File: src/rtl/pprs_pkg.sv
// Package with the types and codes of the playback priority ring scheduler.
`default_nettype none

package pprs_pkg;

    localparam logic [1:0] OP_PUSH  = 2'd0;
    localparam logic [1:0] OP_TICK  = 2'd1;
    localparam logic [1:0] OP_CLEAR = 2'd2;

    localparam logic [2:0] ST_BUFFERED   = 3'd0;
    localparam logic [2:0] ST_REJ_LOWER  = 3'd1;
    localparam logic [2:0] ST_REJ_FULL   = 3'd2;
    localparam logic [2:0] ST_DISPATCHED = 3'd3;
    localparam logic [2:0] ST_NOT_DUE    = 3'd4;
    localparam logic [2:0] ST_HELD_AUDIO = 3'd5;
    localparam logic [2:0] ST_CLEARED    = 3'd6;

    localparam logic [9:0] LEAD_RESET = 10'd15;

    // Queued item without its tag, whose width is set by the top level.
    typedef struct packed {
        logic [7:0]  level;
        logic [15:0] chunk;
        logic        audio;
    } entry_t;

    // Per-cell control: move one place towards the head, or load new data.
    typedef struct packed {
        logic shift;
        logic ins;
    } cell_ctrl_t;

endpackage

`default_nettype wire

File: src/rtl/pprs_cell.sv
// One queue cell: holds an item and either shifts from its neighbour or loads.
`default_nettype none

module pprs_cell #(
    parameter int TAG_BITS = 16
) (
    input  wire logic                 clk,
    input  wire pprs_pkg::cell_ctrl_t ctrl,
    input  wire pprs_pkg::entry_t     right_entry,
    input  wire logic [TAG_BITS-1:0]  right_tag,
    input  wire pprs_pkg::entry_t     ins_entry,
    input  wire logic [TAG_BITS-1:0]  ins_tag,
    output pprs_pkg::entry_t          entry,
    output logic [TAG_BITS-1:0]       tag
);

    pprs_pkg::entry_t          entry_reg;
    logic [TAG_BITS-1:0]       tag_reg;

    // A load takes priority over the shift from the neighbouring cell.
    always_ff @(posedge clk)
    begin
        if (ctrl.ins)
        begin
            entry_reg <= ins_entry;
            tag_reg   <= ins_tag;
        end
        else if (ctrl.shift)
        begin
            entry_reg <= right_entry;
            tag_reg   <= right_tag;
        end
    end

    assign entry = entry_reg;
    assign tag   = tag_reg;

endmodule

`default_nettype wire

File: src/rtl/playback_priority_ring_scheduler_core.sv
// Top level of the playback priority ring scheduler.
// Usage: a transaction on the input channel (in_valid, in_stall) carries one
// command: push an item, tick with the current time, or clear the queue.
// Every command yields exactly one result transaction on the output channel
// (out_valid, out_stall), which reports the status, the items dropped, an
// eviction, the dispatched item and the depth of the queue afterwards.
// The queue is a row of CAPACITY cells with the oldest item in the first cell;
// a dispatch or an eviction moves every cell one place towards the head.
// Sequence: a tick, a clear or a push without replacement goes from the latched
// command through the execute state to the result register. A replacing push
// first walks the queued items, one per cycle, in the compaction state.
// One command is in flight at a time; the next is taken once the result has
// been passed on.
// A stalled result is held unchanged until it is taken, and no new command is
// accepted meanwhile. Reset empties the queue, forgets the last dispatch and
// sets the dispatch lead register, at byte address 0 of the APB port, to 15.
`default_nettype none

module playback_priority_ring_scheduler_core #(
    parameter int CAPACITY = 32,
    parameter int TAG_BITS = 16
) (
    input  wire logic        clk,
    input  wire logic        rst_n,
    // Command channel.
    input  wire logic        in_valid,
    output logic             in_stall,
    input  wire logic [1:0]  operation,
    input  wire logic [7:0]  item_level,
    input  wire logic        replace_flag,
    input  wire logic [15:0] item_chunk_ms,
    input  wire logic        item_has_audio,
    input  wire logic [15:0] item_tag,
    input  wire logic [31:0] now_ms,
    input  wire logic        speaker_full,
    // Result channel.
    output logic             out_valid,
    input  wire logic        out_stall,
    output logic [2:0]       status,
    output logic [5:0]       dropped_count,
    output logic             evicted_oldest,
    output logic [15:0]      out_tag,
    output logic [7:0]       out_level,
    output logic [15:0]      out_chunk_ms,
    output logic [5:0]       ring_depth,
    // Configuration port.
    input  wire logic        psel,
    input  wire logic        penable,
    input  wire logic        pwrite,
    input  wire logic [2:0]  paddr,
    input  wire logic [31:0] pwdata,
    output logic [31:0]      prdata,
    output logic             pready
);

    localparam int CNT_W = $clog2(CAPACITY + 1);

    typedef enum logic [1:0] {
        S_IDLE,
        S_COMPACT,
        S_EXEC
    } state_t;

    state_t              state_reg;
    logic [CNT_W-1:0]    count_reg;
    logic [7:0]          newest_level_reg;
    logic [31:0]         last_time_reg;
    logic [15:0]         last_chunk_reg;
    logic                once_reg;
    logic [9:0]          lead_reg;

    // Latched command.
    logic [1:0]          op_reg;
    logic [7:0]          lvl_reg;
    logic [15:0]         chunk_reg;
    logic                audio_reg;
    logic [TAG_BITS-1:0] tag_reg;
    logic [31:0]         now_reg;
    logic                spk_reg;

    // Compaction walk: items visited, depth before the walk, items kept.
    logic [CNT_W-1:0]    k_reg;
    logic [CNT_W-1:0]    n_reg;
    logic [CNT_W-1:0]    w_reg;

    // Result register.
    logic                out_valid_reg;
    logic [2:0]          status_reg;
    logic [5:0]          dropped_reg;
    logic                evicted_reg;
    logic [15:0]         out_tag_reg;
    logic [7:0]          out_level_reg;
    logic [15:0]         out_chunk_reg;
    logic [5:0]          depth_reg;

    // Cell row.
    pprs_pkg::entry_t    cell_entry [CAPACITY];
    logic [TAG_BITS-1:0] cell_tag   [CAPACITY];
    pprs_pkg::entry_t    ins_entry;
    logic [TAG_BITS-1:0] ins_tag;
    logic                shift;
    logic                ins_en;
    logic [CNT_W-1:0]    ins_pos;

    // Decisions of the current step.
    logic                keep;
    logic                push_lower;
    logic                push_full;
    logic [15:0]         interval;
    logic [31:0]         elapsed;
    logic                due;
    logic                head_hold;
    logic [2:0]          ex_status;
    logic [CNT_W-1:0]    ex_count;
    logic [CNT_W-1:0]    ex_dropped;
    logic                ex_evict;
    logic                ex_dispatch;
    logic                in_accept;
    logic                cfg_write;

    assign in_accept = in_valid && !in_stall;
    assign cfg_write = psel && penable && pwrite && (paddr == 3'd0);

    assign keep       = cell_entry[0].level != lvl_reg;
    assign push_lower = (count_reg != '0) && (lvl_reg < newest_level_reg);
    assign push_full  = count_reg == CNT_W'(CAPACITY);
    assign interval   = (last_chunk_reg > {6'd0, lead_reg})
                        ? last_chunk_reg - {6'd0, lead_reg} : 16'd0;
    assign elapsed    = now_reg - last_time_reg;
    assign due        = (count_reg != '0)
                        && (!once_reg || (interval == 16'd0) || (elapsed >= {16'd0, interval}));
    assign head_hold  = cell_entry[0].audio && spk_reg;

    // Outcome of the command in the execute state.
    always_comb
    begin
        ex_status   = pprs_pkg::ST_NOT_DUE;
        ex_count    = count_reg;
        ex_dropped  = '0;
        ex_evict    = 1'b0;
        ex_dispatch = 1'b0;
        case (op_reg)
            pprs_pkg::OP_PUSH:
            begin
                ex_dropped = n_reg - count_reg;
                if (push_lower)
                begin
                    ex_status = pprs_pkg::ST_REJ_LOWER;
                end
                else if (push_full)
                begin
                    // The new level is at least the tail's, so the head goes.
                    ex_status = pprs_pkg::ST_BUFFERED;
                    ex_evict  = 1'b1;
                end
                else
                begin
                    ex_status = pprs_pkg::ST_BUFFERED;
                    ex_count  = count_reg + 1'b1;
                end
            end
            pprs_pkg::OP_TICK:
            begin
                if (due)
                begin
                    if (head_hold)
                    begin
                        ex_status = pprs_pkg::ST_HELD_AUDIO;
                    end
                    else
                    begin
                        ex_status   = pprs_pkg::ST_DISPATCHED;
                        ex_dispatch = 1'b1;
                        ex_count    = count_reg - 1'b1;
                    end
                end
            end
            pprs_pkg::OP_CLEAR:
            begin
                ex_status  = pprs_pkg::ST_CLEARED;
                ex_dropped = count_reg;
                ex_count   = '0;
            end
            default:
            begin
                ex_status = pprs_pkg::ST_NOT_DUE;
            end
        endcase
    end

    // Cell row control: shift towards the head and load at one position.
    always_comb
    begin
        shift     = 1'b0;
        ins_en    = 1'b0;
        ins_pos   = '0;
        ins_entry = cell_entry[0];
        ins_tag   = cell_tag[0];
        case (state_reg)
            S_COMPACT:
            begin
                // The head leaves; a kept item rejoins behind the earlier kept ones.
                shift   = 1'b1;
                ins_en  = keep;
                ins_pos = n_reg - k_reg - 1'b1 + w_reg;
            end
            S_EXEC:
            begin
                ins_entry.level = lvl_reg;
                ins_entry.chunk = chunk_reg;
                ins_entry.audio = audio_reg;
                ins_tag         = tag_reg;
                if ((op_reg == pprs_pkg::OP_PUSH) && !push_lower)
                begin
                    ins_en = 1'b1;
                    if (push_full)
                    begin
                        shift   = 1'b1;
                        ins_pos = CNT_W'(CAPACITY - 1);
                    end
                    else
                    begin
                        ins_pos = count_reg;
                    end
                end
                else if (ex_dispatch)
                begin
                    shift = 1'b1;
                end
            end
            default:
            begin
                shift = 1'b0;
            end
        endcase
    end

    genvar gi;
    generate
        for (gi = 0; gi < CAPACITY; gi++)
        begin : g_cell
            pprs_pkg::cell_ctrl_t ctrl;
            pprs_pkg::entry_t     right_entry;
            logic [TAG_BITS-1:0]  right_tag;

            assign ctrl = {shift, ins_en && (ins_pos == CNT_W'(gi))};

            if (gi == CAPACITY - 1)
            begin : g_last
                assign right_entry = cell_entry[gi];
                assign right_tag   = cell_tag[gi];
            end
            else
            begin : g_mid
                assign right_entry = cell_entry[gi + 1];
                assign right_tag   = cell_tag[gi + 1];
            end

            pprs_cell #(
                .TAG_BITS (TAG_BITS)
            ) u_cell (
                .clk         (clk),
                .ctrl        (ctrl),
                .right_entry (right_entry),
                .right_tag   (right_tag),
                .ins_entry   (ins_entry),
                .ins_tag     (ins_tag),
                .entry       (cell_entry[gi]),
                .tag         (cell_tag[gi])
            );
        end
    endgenerate

    // Sequencer, bookkeeping and result register.
    always_ff @(posedge clk or negedge rst_n)
    begin
        if (!rst_n)
        begin
            state_reg        <= S_IDLE;
            count_reg        <= '0;
            newest_level_reg <= '0;
            last_time_reg    <= '0;
            last_chunk_reg   <= '0;
            once_reg         <= 1'b0;
            lead_reg         <= pprs_pkg::LEAD_RESET;
            op_reg           <= pprs_pkg::OP_PUSH;
            lvl_reg          <= '0;
            chunk_reg        <= '0;
            audio_reg        <= 1'b0;
            tag_reg          <= '0;
            now_reg          <= '0;
            spk_reg          <= 1'b0;
            k_reg            <= '0;
            n_reg            <= '0;
            w_reg            <= '0;
            out_valid_reg    <= 1'b0;
            status_reg       <= pprs_pkg::ST_NOT_DUE;
            dropped_reg      <= '0;
            evicted_reg      <= 1'b0;
            out_tag_reg      <= '0;
            out_level_reg    <= '0;
            out_chunk_reg    <= '0;
            depth_reg        <= '0;
        end
        else
        begin
            if (cfg_write)
            begin
                lead_reg <= pwdata[9:0];
            end
            if (out_valid_reg && !out_stall)
            begin
                out_valid_reg <= 1'b0;
            end
            case (state_reg)
                S_IDLE:
                begin
                    if (in_accept)
                    begin
                        op_reg    <= operation;
                        lvl_reg   <= item_level;
                        chunk_reg <= item_chunk_ms;
                        audio_reg <= item_has_audio;
                        tag_reg   <= TAG_BITS'(item_tag);
                        now_reg   <= now_ms;
                        spk_reg   <= speaker_full;
                        k_reg     <= '0;
                        w_reg     <= '0;
                        n_reg     <= count_reg;
                        if ((operation == pprs_pkg::OP_PUSH) && replace_flag
                            && (count_reg != '0))
                        begin
                            state_reg <= S_COMPACT;
                        end
                        else
                        begin
                            state_reg <= S_EXEC;
                        end
                    end
                end
                S_COMPACT:
                begin
                    k_reg <= k_reg + 1'b1;
                    if (keep)
                    begin
                        w_reg            <= w_reg + 1'b1;
                        newest_level_reg <= cell_entry[0].level;
                    end
                    if (k_reg == n_reg - 1'b1)
                    begin
                        count_reg <= w_reg + CNT_W'(keep);
                        state_reg <= S_EXEC;
                    end
                end
                S_EXEC:
                begin
                    count_reg      <= ex_count;
                    out_valid_reg  <= 1'b1;
                    status_reg     <= ex_status;
                    dropped_reg    <= 6'(ex_dropped);
                    evicted_reg    <= ex_evict;
                    depth_reg      <= 6'(ex_count);
                    out_tag_reg    <= '0;
                    out_level_reg  <= '0;
                    out_chunk_reg  <= '0;
                    if ((op_reg == pprs_pkg::OP_PUSH) && !push_lower)
                    begin
                        newest_level_reg <= lvl_reg;
                    end
                    if (ex_dispatch)
                    begin
                        out_tag_reg    <= 16'(cell_tag[0]);
                        out_level_reg  <= cell_entry[0].level;
                        out_chunk_reg  <= cell_entry[0].chunk;
                        last_time_reg  <= now_reg;
                        last_chunk_reg <= cell_entry[0].chunk;
                        once_reg       <= 1'b1;
                    end
                    if (op_reg == pprs_pkg::OP_CLEAR)
                    begin
                        once_reg <= 1'b0;
                    end
                    state_reg <= S_IDLE;
                end
                default:
                begin
                    state_reg <= S_IDLE;
                end
            endcase
        end
    end

    assign in_stall       = (state_reg != S_IDLE) || out_valid_reg;
    assign out_valid      = out_valid_reg;
    assign status         = status_reg;
    assign dropped_count  = dropped_reg;
    assign evicted_oldest = evicted_reg;
    assign out_tag        = out_tag_reg;
    assign out_level      = out_level_reg;
    assign out_chunk_ms   = out_chunk_reg;
    assign ring_depth     = depth_reg;

    assign prdata = (paddr == 3'd0) ? {22'd0, lead_reg} : 32'd0;
    assign pready = 1'b1;

endmodule

`default_nettype wire

File: config.mk
export PLATFORM = sky130hd
export DESIGN_NAME = playback_priority_ring_scheduler_core
export DESIGN_NICKNAME = d
export VERILOG_FILES = /design/src/rtl/pprs_pkg.sv /design/src/rtl/pprs_cell.sv /design/src/rtl/playback_priority_ring_scheduler_core.sv
export SDC_FILE = /design/constraint.sdc
export NUM_CORES = 2
export LEC_CHECK = 0
export ABC_AREA = 1
export BUFFER_PORTS_ARGS = -buffer_cell sky130_fd_sc_hd__buf_2
export CAP_MARGIN = 20
export CORE_MARGIN = 8
export CORE_UTILIZATION = 47
export DETAILED_ROUTE_END_ITERATION = 8
export PLACE_DENSITY = 0.69
export SLEW_MARGIN = 10
export SYNTH_ARGS = -nofsm -noshare
export SYNTH_HDL_FRONTEND = slang
export SYNTH_SLANG_ARGS = --single-unit
File: constraint.sdc
create_clock -name clk -period 17.2 [get_ports clk]
set_input_delay 3.44 -clock clk [delete_from_list [all_inputs] [get_ports clk]]
set_output_delay 3.44 -clock clk [all_outputs]
set_load 0.01 [all_outputs]
==> results by group <==
Route
  – Average detailed-routed wire length per instance: 20.4 um
  – Pre-Repair DR Iteration Count: 6
  – Average vias per placed instance: around 5.5
  – Total wirelength of the detailed-routed design: 174000 um
  – Post-route ant nets: 0
  – Count of vias placed by the detailed router: 46653
  – First-iteration detailed-routing DRC count: 5083
  – # DRC: 0

GRT
  – Wire length of the first global-routing pass: 268000 um
  – Vias in the first global route: 43853
  – Number of antenna violations at the first check in global routing: 7
  – Total Routing Usage GR: 21.8%
  – Pin count of the biggest net entering global routing: 110
  – Total congestion overflow after global routing: 0

Clocking
  – Post-CTS repair timing setup buffer count: 0
  – Number of buffers between clock root and the deepest sink: 3
  – Number of hold buffers added after CTS: 0
  – Clock sink total: between 1500 and 2000
  – Clock tree from TritonCTS: built
  – Clock transition time at the flip-flop clock pins of the worst setup and hold paths: 0.06 ns
  – Cell at the root of the clock tree: sky130_fd_sc_hd__clkbuf_16
  – Cts bufs inserted: 156
  – H-tree level count: 4
  – # resized after CTS: 0
  – Clock latency reported for the late side of the worst-skew pair: 0.81 ns

Run
  – Total of max-cap violations: 0

Finish
  – Most frequent standard cell in the layout excluding fill and tap cells: sky130_fd_sc_hd__nand2_1
  – Most frequent cells in the layout: sky130_fd_sc_hd__nand2_1, sky130_fd_sc_hd__edfxtp_1, sky130_fd_sc_hd__o21ai_1
  – Share of cells above drive strength 1: 8.93%
  – Number of filler instances in the final layout: 12464
  – Post-layout nets: 6708
  – Post-synthesis to final-layout area growth: 10.3%
  – Flip-flop count of the largest register, all copies and words added: 800

Timing
  – Tightest hold margin: between 0.4 and 0.5 ns
  – Highest clock frequency the design can meet: 128 MHz
  – Final clock period utilization by the worst path: 45.3%
  – Transition time of the tightest slew-check pin: 1.16 ns
  – Number of hold violations in the final report: 0
  – Unrepaired setup endpoints after global routing: no
  – Total Negative Setup Slacks: 0 ns
  – Time the worst path needs with I/O delays and setup: just under 8 ns
  – Final Skew: 0.0466 ns
  – Finish-stage setup viols: 0
  – Pins over their slew limit: 0
  – Normalized max-slew margin: 21.9%

Setup path
  – Largest stage delay, worst path: 0.52 ns
  – Type of the worst setup path: input port to primary output
  – Worst-path cell chain: buf_2, or3_1, nor2_1, buf_2
  – CP most frequent cell: sky130_fd_sc_hd__buf_2
  – Worst setup SP type: input port
  – Worst path arrival time: ~4.3 ns
  – Critical path depth in cells: 4
  – Worst setup EP type: primary output
  – Delay-heaviest family, CP: simple AND/OR/NAND/NOR gates
  – FF-to-FF path depth: 30
  – Standard cell with the maximum stage delay on the critical path: sky130_fd_sc_hd__or3_1
  – Number of buffer and inverter stages on the critical path: 2
  – Required time reported for the critical path endpoint: 13.76 ns
  – Maximum fanout along the worst path: 11

Status
  – Result of the run: finished, final reports clean

Synthesis
  – Number of unique standard cell types used by synthesis: 60
  – Avg Cell Area, Syn: about 10 sq um
  – Post-synth top flop: sky130_fd_sc_hd__edfxtp_1
  – Share of the yosys chip area belonging to registers: 66.5%
  – Yosys warns: 0
  – Number of standard cells after synthesis: 6533
  – Number of enable-type register cells in the synthesized netlist: about 1300
  – Total of flip-flops plus latches after synthesis: between 1500 and 2000
  – Netlist area before placement: 0.0678 sq mm
  – Fraction of registers with async set/reset: between 10% and 20%

Placement
  – Count of buffers inserted at the top-level ports: about 160
  – Final weighted congestion in routability-driven placement: 0.895
  – Placed wire-length estimate: 111000 um

Die
  – Area inside the core boundary: roughly 0.14 sq mm
  – Die Y-Extent: 396 um
  – FP Rows: 139
  – Number of I/O pins: 210
  – Horizontal extent of the die: 396 um
  – Die footprint: 0.157 sq mm
  – Initial cell density of the core: 47.3%

Min path
  – Worst hold path class: flip-flop to flip-flop
  – Hold path depth: 2

Power
  – Power density relative to cell area: 182 mW/mm^2
  – P_leak: 30.9 nW
  – Total power of the final layout: 13.6 mW
  – Max VDD drop: 0.000123 V
[report_power, final]
part           internal [mW]  total, mW  switching, mW
Clock                   1.84       3.31           1.47
Combinational           1.16       4.71           3.55
Sequential              5.22       5.59          0.366
[logic make-up after synthesis]
family                     count (synthesis)  share of synthesized area [%]
and+or+nand+nor                         2480                           14.4
DFF                                     1538                           66.5
AOI/OAI and AO/OA                       1519                           11.4
buffers and inverters                    853                           5.33
adders and majority gates                 94                           1.83
xor gates and xnor gates                  47                          0.607
other                                      2                         0.0111
[per-layer routing]
metal	wire (um)	share of wire [%]	vias to the layer above	GRT usage [%]
met3	16000	9.2	255	4.50
met5	0	0	-	0
met1	74700	43	22419	31.2
met4	4930	2.8	0	6.40
met2	78400	45	1900	33.8
li1	-	-	22079	-
[cell usage after synthesis, types with 35 or more instances]
cell,number,share of area [%]
sky130_fd_sc_hd__nand3_1,101,0.75
sky130_fd_sc_hd__edfxtp_1,1312,58
sky130_fd_sc_hd__nand2_1,2163,12
sky130_fd_sc_hd__ha_1,85,1.6
sky130_fd_sc_hd__dfrtp_1,221,8.2
sky130_fd_sc_hd__o21ai_0,603,4.5
sky130_fd_sc_hd__inv_1,352,1.9
sky130_fd_sc_hd__clkbuf_1,256,1.4
sky130_fd_sc_hd__buf_4,35,0.39
sky130_fd_sc_hd__nor2_1,134,0.74
sky130_fd_sc_hd__o21ai_1,823,6.1
sky130_fd_sc_hd__buf_2,184,1.4
sky130_fd_sc_hd__a21oi_1,58,0.43
[area by class of cell]
cell class                      count  area (sq um)  area share [%]
Sequential cell                  1538         45100            60.3
Multi-Input combinational cell   4163         19300            25.9
Clock buffer                      197          4180            5.59
Tap cell                         1903          2380            3.19
Timing Repair Buffer              271          1650            2.20
Inverter                          365          1370            1.84
Clock inverter                     84           761            1.02
Antenna cell                        1          2.50         0.00335
[metrics by stage]
| stage | instances | cell area, sq um | utilization, % | setup WS [ns] |
|---|---|---|---|---|
| after floorplan | 6554 | 67900 | - | 9.57 |
| after global placement | 8238 | 69800 | 48.6 | 9.42 |
| after detailed placement | 8239 | 69800 | 48.6 | 9.42 |
| after CTS | 8520 | 74700 | 52.1 | 9.41 |
| after global routing | 8521 | 74700 | 52.1 | 9.36 |
| final | 8522 | 74800 | 52.1 | 9.42 |
[path summary, 6_finish.rpt]
check / from / to / slack (ns)
setup / recovery: paddr[1] / prdata[4] / 9.42
hold / removal: dropped_count[5]$_DFFE_PN0P_ / dropped_count[5]$_DFFE_PN0P_ / 0.48
setup reg to reg: lead_reg[2]$_DFFE_PN1P_ / g_cell[19].u_cell.entry[16]$_DFFE_PP_ / 10.82
hold reg to reg: dropped_count[5]$_DFFE_PN0P_ / dropped_count[5]$_DFFE_PN0P_ / 0.48
max in group asynchronous: rst_n / chunk_reg[2]$_DFFE_PN0P_ / 12.44
min in group asynchronous: rst_n / last_time_reg[23]$_DFFE_PN0P_ / 2.68
[worst min-delay path: stages (launching register included)]
cell and delay, ns:
sky130_fd_sc_hd__dfrtp_1 0.34, sky130_fd_sc_hd__nand2_1 0.05, sky130_fd_sc_hd__nand2_1 0.05
Power figures use the tool's default switching activity.
